<file path="config.mk">
export PLATFORM = sky130hd
export DESIGN_NAME = bllca_seq
export DESIGN_NICKNAME = d
export VERILOG_FILES = /design/src/bllca_pkg.sv /design/src/bllca_seq.sv
export SDC_FILE = /design/constraint.sdc
export NUM_CORES = 1
export LEC_CHECK = 0
export ABC_CLOCK_PERIOD_IN_PS = 2800
export BUFFER_PORTS_ARGS = -buffer_cell sky130_fd_sc_hd__buf_2
export CAP_MARGIN = 40
export CORE_UTILIZATION = 41
export DETAILED_ROUTE_END_ITERATION = 7
export MAX_ROUTING_LAYER = met4
export PLACE_DENSITY_LB_ADDON = 0.05
export SLEW_MARGIN = 5
export SYNTH_ARGS = -nofsm -noshare
export SYNTH_HDL_FRONTEND = slang
export SYNTH_SLANG_ARGS = --single-unit
</file>
<file path="constraint.sdc">
create_clock -name i_clk -period 2.8 [get_ports i_clk]
set_clock_uncertainty 0.2 [all_clocks]
set_input_delay 0.28 -clock i_clk [delete_from_list [all_inputs] [get_ports i_clk]]
set_output_delay 0.28 -clock i_clk [all_outputs]
set_load 0.05 [all_outputs]
</file>
<file path="src/bllca_pkg.sv">
// shared types, sizes and address helpers for the binary lifting lca engine
// no dependencies
`default_nettype none

package bllca_pkg;

    localparam int NODES     = 1024;
    localparam int LEVELS    = 10;
    localparam int NODE_W    = 10;
    localparam int DEP_W     = 10;
    localparam int NODE_AW   = (NODES > 1) ? $clog2(NODES) : 1;
    localparam int LVL_W     = (LEVELS > 1) ? $clog2(LEVELS) : 1;
    localparam int ANC_AW    = NODE_AW + LVL_W;
    localparam int ANC_DEPTH = NODES << LVL_W;

    typedef logic [NODE_W-1:0]  t_node;
    typedef logic [NODE_AW-1:0] t_naddr;
    typedef logic [LVL_W-1:0]   t_lvl;
    typedef logic [ANC_AW-1:0]  t_anc_addr;
    typedef logic [DEP_W-1:0]   t_dep;

    localparam logic CMD_LOAD  = 1'b0;
    localparam logic CMD_QUERY = 1'b1;

    localparam t_lvl LVL_LAST = t_lvl'(LEVELS - 1);

    typedef struct packed {
        logic      command;
        t_node     first_node;
        t_node     second_node;
    } t_item;

    // read and write requests from the sequencer to the tables
    typedef struct packed {
        t_naddr    dep_raddr;
        logic      dep_we;
        t_naddr    dep_waddr;
        t_dep      dep_wdata;
        t_anc_addr anc_raddr;
        logic      anc_we;
        t_anc_addr anc_waddr;
        t_node     anc_wdata;
    } t_mem_req;

    typedef struct packed {
        logic      clearing;
        t_dep      dep_rdata;
        t_node     anc_rdata;
    } t_mem_rsp;

    // out-of-range nodes act as node zero
    function automatic t_node node_index(input t_node raw);
        return (32'(raw) < NODES) ? raw : '0;
    endfunction

    function automatic t_naddr node_addr(input t_node n);
        return t_naddr'(n);
    endfunction

    function automatic t_anc_addr anc_addr(input t_node n, input t_lvl l);
        return {node_addr(n), l};
    endfunction

endpackage

`default_nettype wire

</file>
<file path="src/bllca_seq.sv">
// sequencer for node loads and lca queries over the table store
// depends on bllca_pkg
`default_nettype none

module bllca_seq (
    input  wire logic               i_clk,
    input  wire logic               i_rst_n,
    input  wire logic               i_valid,
    input  wire bllca_pkg::t_item    i_item,
    output logic                    o_ready,
    output logic                    o_res_valid,
    output bllca_pkg::t_node         o_res,
    input  wire logic               i_res_ready,
    output bllca_pkg::t_mem_req      o_req,
    input  wire bllca_pkg::t_mem_rsp i_rsp
);
    import bllca_pkg::*;

    localparam logic [3:0] S_IDLE  = 4'd0;
    localparam logic [3:0] S_LD_W0 = 4'd1;
    localparam logic [3:0] S_LD_LV = 4'd2;
    localparam logic [3:0] S_Q_DB  = 4'd3;
    localparam logic [3:0] S_Q_SW  = 4'd4;
    localparam logic [3:0] S_Q_L   = 4'd5;
    localparam logic [3:0] S_Q_LW  = 4'd6;
    localparam logic [3:0] S_Q_EQ  = 4'd7;
    localparam logic [3:0] S_Q_RA  = 4'd8;
    localparam logic [3:0] S_Q_RB  = 4'd9;
    localparam logic [3:0] S_Q_CMP = 4'd10;
    localparam logic [3:0] S_Q_FIN = 4'd11;
    localparam logic [3:0] S_PUT   = 4'd12;

    logic [3:0] r_state, n_state;
    t_lvl       r_lvl, n_lvl;
    t_node      r_a, n_a;
    t_node      r_b, n_b;
    t_node      r_qa, n_qa;
    t_dep       r_da, n_da;
    t_dep       r_gap, n_gap;

    logic       accept;
    t_node      in_a, in_b, nv_a, nv_b;
    t_dep       dq;
    t_node      aq;

    assign accept = i_valid && o_ready;
    assign in_a   = node_index(i_item.first_node);
    assign in_b   = node_index(i_item.second_node);
    assign dq     = i_rsp.dep_rdata;
    assign aq     = i_rsp.anc_rdata;
    assign nv_a   = (r_qa != aq) ? r_qa : r_a;
    assign nv_b   = (r_qa != aq) ? aq : r_b;

    always_comb begin
        n_state = r_state;
        n_lvl   = r_lvl;
        n_a     = r_a;
        n_b     = r_b;
        n_qa    = r_qa;
        n_da    = r_da;
        n_gap   = r_gap;
        o_req   = '0;
        o_ready = 1'b0;

        unique case (r_state)
            S_IDLE: begin
                o_ready = !i_rsp.clearing;
                if (i_item.command == CMD_LOAD) begin
                    o_req.dep_raddr = node_addr(in_b);
                end else begin
                    o_req.dep_raddr = node_addr(in_a);
                end
                if (accept) begin
                    n_a = in_a;
                    n_b = in_b;
                    if (i_item.command == CMD_QUERY) begin
                        n_state = S_Q_DB;
                    end else if (in_a != '0) begin
                        n_state = S_LD_W0;
                    end
                end
            end
            S_LD_W0: begin
                // depth of parent plus one, saturating
                o_req.dep_we    = 1'b1;
                o_req.dep_waddr = node_addr(r_a);
                o_req.dep_wdata = (dq == '1) ? dq : dq + 1'b1;
                o_req.anc_we    = 1'b1;
                o_req.anc_waddr = anc_addr(r_a, '0);
                o_req.anc_wdata = r_b;
                o_req.anc_raddr = anc_addr(r_b, '0);
                n_lvl           = t_lvl'(1);
                n_state         = (LEVELS == 1) ? S_IDLE : S_LD_LV;
            end
            S_LD_LV: begin
                o_req.anc_we    = 1'b1;
                o_req.anc_waddr = anc_addr(r_a, r_lvl);
                o_req.anc_wdata = aq;
                o_req.anc_raddr = anc_addr(aq, r_lvl);
                if (r_lvl == LVL_LAST) begin
                    n_state = S_IDLE;
                end else begin
                    n_lvl = r_lvl + 1'b1;
                end
            end
            S_Q_DB: begin
                n_da            = dq;
                o_req.dep_raddr = node_addr(r_b);
                n_state         = S_Q_SW;
            end
            S_Q_SW: begin
                // deeper node goes to a
                if (r_da < dq) begin
                    n_a   = r_b;
                    n_b   = r_a;
                    n_gap = dq - r_da;
                end else begin
                    n_gap = r_da - dq;
                end
                n_lvl   = '0;
                n_state = S_Q_L;
            end
            S_Q_L: begin
                o_req.anc_raddr = anc_addr(r_a, r_lvl);
                if (r_gap[0]) begin
                    n_state = S_Q_LW;
                end else begin
                    n_gap = r_gap >> 1;
                    if (r_lvl == LVL_LAST) begin
                        n_state = S_Q_EQ;
                    end else begin
                        n_lvl = r_lvl + 1'b1;
                    end
                end
            end
            S_Q_LW: begin
                n_a   = aq;
                n_gap = r_gap >> 1;
                if (r_lvl == LVL_LAST) begin
                    n_state = S_Q_EQ;
                end else begin
                    n_lvl   = r_lvl + 1'b1;
                    n_state = S_Q_L;
                end
            end
            S_Q_EQ: begin
                n_lvl   = LVL_LAST;
                n_state = (r_a == r_b) ? S_PUT : S_Q_RA;
            end
            S_Q_RA: begin
                o_req.anc_raddr = anc_addr(r_a, r_lvl);
                n_state         = S_Q_RB;
            end
            S_Q_RB: begin
                n_qa            = aq;
                o_req.anc_raddr = anc_addr(r_b, r_lvl);
                n_state         = S_Q_CMP;
            end
            S_Q_CMP: begin
                // lift both while the ancestors differ
                n_a = nv_a;
                n_b = nv_b;
                if (r_lvl == '0) begin
                    o_req.anc_raddr = anc_addr(nv_a, '0);
                    n_state         = S_Q_FIN;
                end else begin
                    o_req.anc_raddr = anc_addr(nv_a, r_lvl - 1'b1);
                    n_lvl           = r_lvl - 1'b1;
                    n_state         = S_Q_RB;
                end
            end
            S_Q_FIN: begin
                n_a     = aq;
                n_state = S_PUT;
            end
            S_PUT: begin
                if (i_res_ready) begin
                    n_state = S_IDLE;
                end
            end
            default: begin
                n_state = S_IDLE;
            end
        endcase
    end

    always_ff @(posedge i_clk) begin
        if (!i_rst_n) begin
            r_state <= S_IDLE;
        end else begin
            r_state <= n_state;
        end
        r_lvl <= n_lvl;
        r_a   <= n_a;
        r_b   <= n_b;
        r_qa  <= n_qa;
        r_da  <= n_da;
        r_gap <= n_gap;
    end

    assign o_res_valid = (r_state == S_PUT);
    assign o_res       = r_a;

endmodule

`default_nettype wire

</file>
* Word-level counts from Yosys, hierarchy flattened
Cells that the tools add are included.
** Cells by class
- Eq/ne operators :: 25
- Reduce and logical (&&, ||, !) cells :: 17
- Mux-type cells :: 34
- Magnitude comparators :: 1
- Add/subtract/negate cells :: 5
** Operators with widths (number)
- 10-bit 2-to-1 mux :: 10
- 14-bit one-hot mux with 5 select lines :: 1
- 10-bit one-hot mux with 3 select lines :: 2
- 4-bit one-hot mux with 13 select lines :: 1
- 25-bit one-hot mux with 2 select lines :: 1
- 4-bit 2-to-1 mux :: 11
- 10-bit one-hot mux with 4 select lines :: 1
- 4-bit == test, second input constant :: 6
- 4-bit one-hot mux with 6 select lines :: 1
- 21-bit 2-to-1 mux :: 1
- 10-bit one-hot mux with 2 select lines :: 1
- 10-bit subtractor :: 2
- 4-bit by 3-bit == test with 1-bit output, second input constant :: 4
- 2-bit != test, second input constant :: 6
- 10-bit by 1-bit adder with 10-bit output, second input constant :: 1
- 10-bit == test :: 1
- 10-bit == test, second input constant :: 1
- 10-bit < comparator :: 1
- 10-bit != test :: 1
- 10-bit nonzero test :: 1
- 4-bit by 2-bit == test with 1-bit output, second input constant :: 2
- 4-bit zero test :: 2
- 3-bit != test, second input constant :: 2
- 3-bit AND reduction :: 2
- 16 further kinds :: 20
** Storage, ports and cells
- Output and inout port bits :: 82
- Register bits after elaboration :: 58
- Input port bits :: 46

* Depth between registers and ports, before layout
Gate-level depths: netlist (run 1).
- Word-level depth :: 5
- Gate-level depth with buffers :: 10

* Least setup slack after synthesis (run 1)
OpenSTA, ideal clock, no wires.
- Kind :: reg-to-reg
- From :: register r_da[4]
- To :: register r_b[0] (enable)
- Arrival :: 2.424 ns
- Path buffers :: 0
- Setup slack :: -0.217 ns
- Period minus slack after synthesis :: 3.017 ns
- Data required time :: 2.207 ns
- Stages on the path, launching flop included :: 8
- Cells stage by stage :: edfxtp_1 ha_1 a21o_2 a21oi_2 a21oi_4 o21ai_0 o21ai_0 a211oi_1
** On the way
- Cells in the longest elaborated chain, start to end :: 3
** RTL lines
- from (decl) :: line bllca_seq.sv:38 : t_dep r_da, n_da;
- from (signal assigned) :: line bllca_seq.sv:197 : r_da <= n_da;
- 10-bit < comparator :: line bllca_seq.sv:113 : if (r_da < dq) begin
- 2-bit != test (no source line)
- 4-bit AND reduction (no source line)
- to (signal assigned) :: line bllca_seq.sv:195 : r_b <= n_b;
- to (decl) :: line bllca_seq.sv:36 : t_node r_b, n_b;
No other way between the ends.
A chain may end at the register's enable or synchronous reset.

==> results of run 1 <==
[metal layers]
metal  vias up  wire (um)  part of all wire, %  global-route usage, %
met3        16       1450                  8.2                   4.30
met4         0        210                  1.2                   9.55
met5         -          0                    0                      -
met2       280       7550                   43                   41.9
met1      2465       8390                   48                   42.8
li1       2416          -                    -                      -
[sequential cells by signal (all words and copies together) (netlist names)]
| signal | cells |
|---|---|
| r_b | 10 |
| o_res | 10 |
| r_lvl | 4 |
| r_gap | 10 |
| r_da | 10 |
| r_qa | 10 |
| r_state | 4 |
[kinds of logic (layout without fill, tap and decap cells)]
group,Yosys count,after routing,synth area share [%]
and+or+nand+nor,202,202,19.5
AOI/OAI and AO/OA,151,151,21.6
buffers and inverters,61,240,4.89
DFF,58,58,34.5
xor gates and xnor gates,32,32,5.68
adders and majority gates,30,30,7.85
muxes,28,28,6.08
[final cells by class]
| cell class | count | area, um2 |
|---|---|---|
| clock buffers | 12 | 246 |
| clock inverters | 4 | 18.8 |
| fillers | 1098 | 4940 |
| inverters | 31 | 116 |
| multi-input cells | 443 | 3160 |
| flip-flops and latches | 58 | 1700 |
| well taps | 143 | 179 |
| repair buffers | 193 | 1190 |
[metrics by stage]
step | setup slack [ns] | instance area [um2] | setup TNS [ns] | total power, uW | cells
after floorplan | 0.0643 | 4990 | 0 | 4430 | 562
after global placement | 0.0299 | 6060 | 0 | 5650 | 852
after detailed placement | -0.0154 | 6070 | -0.0154 | 5660 | 853
after CTS | -0.00307 | 6480 | -0.00401 | 6760 | 878
after global routing | -0.0302 | 6620 | -0.0302 | 7160 | 884
final | 0.0831 | 6620 | 0 | 6880 | 884
[final timing paths]
kind | start | depth (start not counted) | endpoint
hold / removal | i_rsp[3] | 1 | r_qa[3]
hold reg to reg | r_state[3] | 2 | r_state[3]
setup reg to reg | r_da[0] | 11 | r_gap[7]
setup / recovery | i_rsp[5] | 9 | o_req[31]
[placed cells by master, fill, tap and decap left out, drive strengths merged, types with 5 or more instances in the layout]
master / instances
a211oi: 5
a21boi: 6
a21o: 6
a21oi: 23
a221oi: 12
a222oi: 9
a22o: 11
a22oi: 14
a31oi: 5
and2: 18
and3: 17
buf: 182
clkbuf: 14
dlygate4sd3: 9
edfxtp: 54
ha: 27
inv: 31
mux2: 13
mux2i: 15
nand2: 94
nand3: 9
nor2: 26
nor2b: 8
nor3: 10
nor4: 6
o21ai: 41
xnor2: 20
xor2: 12
[what timing repair did]
| action | in CTS | in global routing |
|---|---|---|
| hold buffers | 9 | 0 |
| setup buffers | 0 | 6 |
| hold endpoints to repair | 9 | 0 |
| endpoints found under the setup margin | 29 | 55 |
| pin swaps | 0 | 6 |
| gates resized for setup | 11 | 36 |
[critical path: stages]
cell,delay (ns)
dlygate4sd3_1,0.53
buf_2,0.16
xnor2_1,0.25
nand4_1,0.16
buf_4,0.21
mux2_2,0.27
nand2_1,0.09
nand2_1,0.07
clkbuf_4,0.22
[power by group]
group	switching [uW]	total, uW	leakage (uW)	internal [uW]
Clock	407	1020	0.000134	615
Sequential	326	1560	0.000530	1240
Combinational	3040	4290	0.00238	1260
Total	3770	6880	0.00304	3110
==> results by group, run 1 <==
GRT
  – Tot GR Track Use: between 20 and 30%
  – First-pass GRT wire length: about 27 mm
  – Vias in the first global route: 4807
  – Largest net degree at the start of global routing: 21
  – Initial antenna violation count: 0
  – GR Overflow Total: 0

STA
  – Min Tclk post-route: around 2.7 ns
  – Slew @ Worst Pin: 0.593 ns
  – Final Hold Fails: 0
  – Fin Hold WS: a little under 0.006 ns
  – Setup violators final: 0
  – Final Max Tran Viols: 0
  – Slew HR: 60.4%
  – Period utilisation layout: roughly 97%
  – Max Freq: 0.368 GHz

Floorplanning
  – Initial core utilization: 42.7%
  – Die ar.: ~12000 um2
  – Die X: ~110 um
  – Die H: around 110 um
  – Ports: roughly 130
  – Core footprint: 11600 um2
  – Cell Rows: 39

Routing
  – WL per Instance: 19.9 um
  – Via density per instance: a little under 6
  – DRT Pass-1 Iters: 8
  – Drt initial violations: 600
  – Via count: approximately 5.2k
  – Final Routed Wirelength: 17.6 mm
  – DRT antenna net count: 0
  – Drt drc: 4

Logic synthesis
  – Post-Syn Instances: between 500 and 600
  – Sequential area share after synthesis: about 34%
  – Top cell type's share of synthesized area: approximately a third
  – Ys async rst share: 0%
  – Mapped Area: 4940 um2
  – Most used DFF post-synth: edfxtp_1
  – Syn. warnings: 0
  – Syn_nets: approximately 640
  – Top cells by count, synth: nand2_1 (92), edfxtp_1 (54), o21ai_0 (38)
  – Syn Area/Cell: about 8.8 um2
  – Most area-consuming cells after synthesis: edfxtp_1 (33%), nand2_1 (7.0%), ha_1 (6.8%)
  – Post-synth EDFFs: between 50 and 60
  – Count leader, synth: nand2_1
  – Post-synth top area cell: edfxtp_1
  – Register bit total from synthesis: slightly below 60
  – Post-synthesis cell type count: between 60 and 70

Pwr
  – Cell Pwr Density: 1040 nW/um2
  – Pleak: around 0.003 uW
  – VDD IR-drop max: between 0.6 and 0.7 mV

Run
  – Maxcap violations: 0

Status
  – Status: finished, violations left
  – Failing checks: design-rule violations

Clock network
  – H-Tree Depth: 3
  – Root Driver: clkbuf_16
  – CTS Buf Count: 9
  – Latest clock arrival within the worst-skew pair: 0.34 ns
  – Clk sinks: 58
  – Max clock buf depth: 2
  – CTS tree: built
  – Reg clk slew, reported paths: about 0.050 ns

Hold path
  – Worst hold path class: in -> reg

Final layout
  – Nets: 811
  – Area Overhead vs Synth: 34.1%
  – Util after Layout: 57.3%
  – Diodes inserted: 0
  – Share of cells above drive strength 1: a little over a third

Worst setup path
  – CP endpoint kind: output pin
  – Worst reg2reg setup slack: about 0.090 ns
  – Crit-path max FO: 6
  – WP data required: 2.32 ns
  – Setup CP Type: in -> out
  – Worst path arrival time: roughly 2.2 ns
  – Crit start category: input port

Placement
  – # port buffers: between 100 and 150
  – Detailed placer's ending HPWL: between 10 and 15 mm
  – Routability cong.: ~0.9
Power figures use the tool's default switching activity.
==> run 2: changes to the inputs <==
--- a/config.mk
+++ b/config.mk
@@ -7,7 +7,6 @@
 export LEC_CHECK = 0
 export ABC_CLOCK_PERIOD_IN_PS = 2800
 export BUFFER_PORTS_ARGS = -buffer_cell sky130_fd_sc_hd__buf_2
-export CAP_MARGIN = 40
 export CORE_UTILIZATION = 41
 export DETAILED_ROUTE_END_ITERATION = 7
 export MAX_ROUTING_LAYER = met4
==> constraint.sdc (replaced) <==
create_clock -name i_clk -period 2.8 [get_ports i_clk]
set_clock_uncertainty 0.2 [all_clocks]
set_input_delay 0.14 -clock i_clk [delete_from_list [all_inputs] [get_ports i_clk]]
set_output_delay 0.14 -clock i_clk [all_outputs]
set_load 0.05 [all_outputs]
==> run 2 against run 1 <==
The flow still finishes with violations (design-rule violations). Highest routed layer unchanged. Clock-buffer cell count fell by 3. Via count rose by 3.1%. Wire length rose by 2.7%. Critical path type is now reg -> reg. Design area rose by 8.2%. Worst setup slack got worse by 0.050 ns. Power rose by 2.8%. Global-route usage rose by 0.54 points. Critical endpoint is now r_gap[3]. Utilization rose by 4.7 points. Cell count rose by 5.5%. Register-to-register slack got worse by 0.06 ns. Largest power group unchanged.
==> results by group, run 2 (same netlist as run 1, synthesis figures left out) <==
Worst setup path
  – R2R cell count: 12
  – Reg-to-reg startpoint: r_da[0]
  – Setup CP Type: reg -> reg
  – WP data required: ~2.7 ns
  – CP endpoint kind: register
  – Crit start category: register
  – Worst path arrival time: between 2 and 3 ns
  – Worst reg2reg setup slack: 0.03 ns
  – Crit-path max FO: 7
  – RR Endpoint: r_gap[3]

Clock network
  – CTS Buf Count: 9
  – Reg clk slew, reported paths: 0.06 ns
  – Root Driver: clkbuf_16
  – H-Tree Depth: 3
  – CTS tree: built
  – Latest clock arrival within the worst-skew pair: roughly 0.35 ns
  – Max clock buf depth: 2
  – Clk sinks: 58

Hold path
  – WHS Path Cells: 4
  – Worst hold path class: in -> reg
  – Hold Path End: r_state[3]
  – Worst hold path startpoint: i_res_ready

GRT
  – Busiest metal layer after global routing: met2
  – Initial antenna violation count: 0
  – Largest net degree at the start of global routing: 27
  – First-pass GRT wire length: 28.1 mm
  – Met1 Resource Use GR: 40.9%
  – Met2 Usage GRT: ~44%
  – Tot GR Track Use: a little under a third
  – GR Overflow Total: 0
  – Grt met3 use: between 6 and 7%
  – Vias in the first global route: 5153

Floorplanning
  – Core footprint: approximately 12000 um2
  – Cell Rows: 39
  – Die H: around 110 um
  – Ports: about 130
  – Die ar.: roughly 12000 um2
  – Initial core utilization: 42.7%
  – Die X: 112 um

Placement
  – Routability cong.: between 0.8 and 0.9
  – Placed cell count: 870
  – Area after DPL: just over 6000 um2
  – # port buffers: 127
  – Detailed placer's ending HPWL: about 13 mm

Status
  – Status: finished, violations left
  – Failing checks: design-rule violations

STA
  – Min Tclk post-route: between 2 and 3 ns
  – Setup violators final: 0
  – RSZ-0062 raised after global routing: yes
  – Slew @ Worst Pin: 0.605 ns
  – Period utilisation layout: a little over nine tenths
  – Final Max Tran Viols: 0
  – Slew HR: 59.7%
  – Final Hold Fails: 0
  – Max Freq: around 0.36 GHz

Final layout
  – Area Overhead vs Synth: 45.1%
  – Final cell count without fillers: roughly 930
  – Nets: 860
  – Diodes inserted: 0
  – Most frequent cells in the layout: buf_2 (121), nand2_1 (91), buf_4 (73)
  – Share of cells above drive strength 1: a little over a third
  – Commonest non-fill, non-tap cell in the layout: buf_2
  – Fin area: just over 7000 um2

Pwr
  – Sequential power share: 22.2%
  – Overall Power: 7070 uW
  – P_int: 3280 uW
  – Psw: about 3800 uW
  – Sw Share: roughly 54%
  – Proportion of power drawn by combinational gates: 60.5%
  – Pleak: approximately 0.0033 uW
  – Clock Power Share: approximately 17%
  – VDD IR-drop max: about 1.1 mV
  – Cell Pwr Density: slightly below 1000 nW/um2

Routing
  – Final Routed Wirelength: about 18 mm
  – DRT Pass-1 Iters: 8
  – DRT antenna net count: 0
  – WL per Instance: between 15 and 20 um
  – Via count: approximately 5.3k
  – Drt drc: 7
  – Via density per instance: ~5.7
  – Drt initial violations: between 500 and 600

Run
  – Maxcap violations: 0
==> run 2: cell type report <==
cell class	instances	area (um2)
well taps	143	179
multi-input cells	443	3190
inverters	31	116
repair buffers	242	1650
flip-flops and latches	58	1700
fillers	1024	4400
clock buffers	9	225
clock inverters	7	101
==> run 2: what timing repair did <==
action	4_1_cts	5_1_grt
endpoints found under the setup margin	28	39
hold buffers	43	0
endpoints found under the hold margin	44	0
setup buffers	2	3
gates resized for setup	9	53
pin swaps	2	15
==> run 2: how the worst max path moves through the flow <==
stage | startpoint | endpoint | slack, ns | cells past startpoint
after detailed placement | r_da[0] | o_res[9] | -0.24 | 9
after floorplan | r_state[2] | o_req[41] | 0.01 | 8
after global routing | r_da[0] | r_gap[4] | -0.07 | 11
after global placement | r_da[0] | o_res[9] | -0.19 | 9
final | r_da[0] | r_gap[3] | 0.03 | 12
after CTS | r_da[0] | r_gap[3] | -0.02 | 12
==> run 2: critical path: stages (launching register included) <==
cell and delay, ns:
edfxtp_1 0.41, inv_2 0.09, ha_4 0.13, fa_2 0.19
and2b_2 0.24, o21ai_4 0.19, a21oi_4 0.08, buf_6 0.15
nor2_4 0.23, buf_12 0.14, mux2i_1 0.20, xor2_1 0.18
o21ai_1 0.07
==> run 2: power by group through the flow <==
stage	clock (uW)	sequential (uW)	combinational, uW
finish	1220	1570	4280
global placement	0	1550	4040
CTS	1230	1550	4140
detailed placement	0	1560	4040
global route	1270	1590	4490
floorplan	0	1660	2750
==> run 2: through the flow <==
step                      TNS [ns]  worst slack [ns]  hold WS [ns]  util [%]
after CTS                  -0.0348           -0.0162        0.0332      60.2
after global routing        -0.209           -0.0694        0.0879      62.0
after global placement       -1.97            -0.189         0.197      53.2
final                            0            0.0328        0.0431      62.0
after floorplan                  0            0.0121        0.0389         -
after detailed placement     -2.49            -0.238         0.205      53.2
==> run 2: metal layers <==
| layer | share of wire [%] | wire [um] |
|---|---|---|
| met5 | 0 | 0 |
| met4 | 2.4 | 442 |
| met3 | 7.3 | 1310 |
| met2 | 43 | 7850 |
| met1 | 47 | 8470 |
==> run 3: changes to the inputs <==
--- a/config.mk
+++ b/config.mk
@@ -5,7 +5,7 @@
 export SDC_FILE = /design/constraint.sdc
 export NUM_CORES = 1
 export LEC_CHECK = 0
-export ABC_CLOCK_PERIOD_IN_PS = 2800
+export ABC_CLOCK_PERIOD_IN_PS = 3000
 export BUFFER_PORTS_ARGS = -buffer_cell sky130_fd_sc_hd__buf_2
 export CORE_UTILIZATION = 41
 export DETAILED_ROUTE_END_ITERATION = 7
==> constraint.sdc (replaced) <==
create_clock -name i_clk -period 3 [get_ports i_clk]
set_clock_uncertainty 0.2 [all_clocks]
set_input_delay 0.15 -clock i_clk [delete_from_list [all_inputs] [get_ports i_clk]]
set_output_delay 0.15 -clock i_clk [all_outputs]
set_load 0.05 [all_outputs]
==> run 3 against run 2 <==
The flow still finishes with violations (design-rule violations). Sequential power is 7% lower. Critical path depth is 1 lower. Utilization is 3.6 points lower. Cell count is 2.3% lower. Global-route usage is 0.26 points lower. Power is 11% lower. Wire length is 1.2% lower. Sequential share of layout area is 1.5 points higher. Worst setup slack better by 0.056 ns. Clock power is 17% lower. Non-clock buffer count is 21 lower.
==> results by group, run 3 (same netlist as run 1, synthesis figures left out) <==
Clock network
  – H-Tree Depth: 3
  – Number of setup buffers added after CTS: 0
  – Latest clock arrival within the worst-skew pair: about 0.34 ns
  – CTS Buf Count: 9
  – Root Driver: clkbuf_16
  – CTS tree: built
  – Reg clk slew, reported paths: around 0.060 ns
  – Max clock buf depth: 2
  – Clk sinks: between 50 and 60

Final layout
  – Diodes inserted: 0
  – Fin area: just under 7000 um2
  – Util after Layout: just under 60%
  – Nets: about 840
  – Commonest non-fill, non-tap cell in the layout: buf_2
  – Area Overhead vs Synth: 36.7%
  – Share of cells above drive strength 1: between 20 and 30%
  – Most frequent cells in the layout: buf_2 (126), nand2_1 (92), edfxtp_1 (54)
  – # fillers: 1067

GRT
  – First-pass GRT wire length: 27.6 mm
  – Vias in the first global route: 5069
  – GR Overflow Total: 0
  – Tot GR Track Use: approximately 30%
  – Initial antenna violation count: 0
  – Largest net degree at the start of global routing: 27

Routing
  – WL per Instance: between 15 and 20 um
  – Final Routed Wirelength: roughly 18 mm
  – DRT antenna net count: 0
  – DRT Pass-1 Iters: 8
  – Via density per instance: ~5.7
  – Drt initial violations: 734
  – Drt drc: 5
  – Via count: ~5.2k

Placement
  – Area after DPL: 6030 um2
  – Detailed placer's ending HPWL: approximately 13 mm
  – Routability cong.: a little under 0.9
  – # port buffers: between 100 and 150

Worst setup path
  – WP data required: 2.88 ns
  – Worst path arrival time: between 2 and 3 ns
  – Setup CP Type: in -> reg
  – Crit-path max FO: 6
  – R2R cell count: 11
  – Crit start category: input port
  – CP endpoint kind: register
  – Worst reg2reg setup slack: around 0.15 ns

STA
  – Slew @ Worst Pin: ~0.63 ns
  – Final Max Tran Viols: 0
  – Setup TNS: 0 ns
  – Period utilisation layout: approximately 97%
  – Slew HR: between 50% and 60%
  – Min Tclk post-route: between 2 and 3 ns
  – RSZ-0062 raised after global routing: no
  – Setup violators final: 0
  – Final Hold Fails: 0
  – Fin Hold WS: between 0.015 and 0.02 ns
  – Max Freq: approximately 0.34 GHz

Floorplanning
  – Die H: between 100 and 150 um
  – Die X: 112 um
  – Die ar.: between 10000 and 15000 um2
  – Core footprint: 11600 um2
  – Cell Rows: 39
  – Ports: 128
  – Initial core utilization: approximately 43%

Pwr
  – VDD IR-drop max: between 0.7 and 0.8 mV
  – Cell Pwr Density: 935 nW/um2
  – Overall Power: 6310 uW
  – Pleak: approximately 0.0031 uW

Status
  – Status: finished, violations left
  – Failing checks: design-rule violations

Hold path
  – Worst hold path class: in -> reg
  – WHS Path Cells: 3

Run
  – Maxcap violations: 0
[run 3: changes by cell type in the layout (fill, tap and decap cells not counted), moves of 3 or more]
cell and delta:
clkbuf_1 +3, buf_4 -20, buf_6 -3, o21ai_1 -5, a22o_2 -5, buf_2 +5, a221oi_2 -3, o21ai_0 +6
a221oi_1 +3, a22o_1 +5, ha_1 +3
[run 3: per-layer routing]
| metal | vias to the layer above | global-route usage (%) | share of wire (%) |
|---|---|---|---|
| li1 | 2462 | - | - |
| met1 | 2440 | 40.9 | 45 |
| met2 | 288 | 43.8 | 44 |
| met3 | 27 | 6.04 | 8.8 |
| met4 | 0 | 9.55 | 1.7 |
| met5 | - | - | 0 |
[run 3: area by class of cell]
type | count | area [um2] | area share [%]
Clock inverter | 4 | 42.5 | 0.630
Multi-Input combinational cell | 443 | 3020 | 44.8
Inverter | 31 | 116 | 1.72
Sequential cell | 58 | 1700 | 25.2
Clock buffer | 12 | 236 | 3.50
Tap cell | 143 | 179 | 2.65
Timing Repair Buffer | 221 | 1450 | 21.5
[run 3: stage by stage]
step / cells / setup WS, ns
floorplan: 562 / 0.174
global placement: 855 / 0.0202
detailed placement: 855 / -0.104
CTS: 912 / 0.0229
global route: 912 / 0.000684
finish: 912 / 0.0883
[run 3: path summary, 6_finish.rpt]
| path | start | end |
|---|---|---|
| max | i_rsp[10] | r_gap[5] |
| min | i_rsp[7] | r_b[7] |
| max reg2reg | r_da[0] | r_gap[9] |
| min reg2reg | r_state[2] | r_state[2] |
[run 3: timing repair]
action                                  CTS  global route
gates resized for setup                   1            11
endpoints found under the hold margin    44             0
pin swaps                                 0             1
hold buffers                             41             0
endpoints found under the setup margin   10            12
[run 3: report_power, final]
group          switching, uW  internal [uW]  total [uW]
logic                   2780           1070        3850
clock network            370            636        1010
registers                305           1160        1460
total                   3450           2860        6310
[run 3: worst max-delay path, stage by stage]
cell and delay, ns:
dlygate4sd3_1 0.54, buf_2 0.13, ha_1 0.21, fa_1 0.40, and2b_1 0.25, o21ai_2 0.10
a21o_2 0.28, a211oi_2 0.19, o22ai_1 0.13, xnor2_1 0.30, o21ai_0 0.12
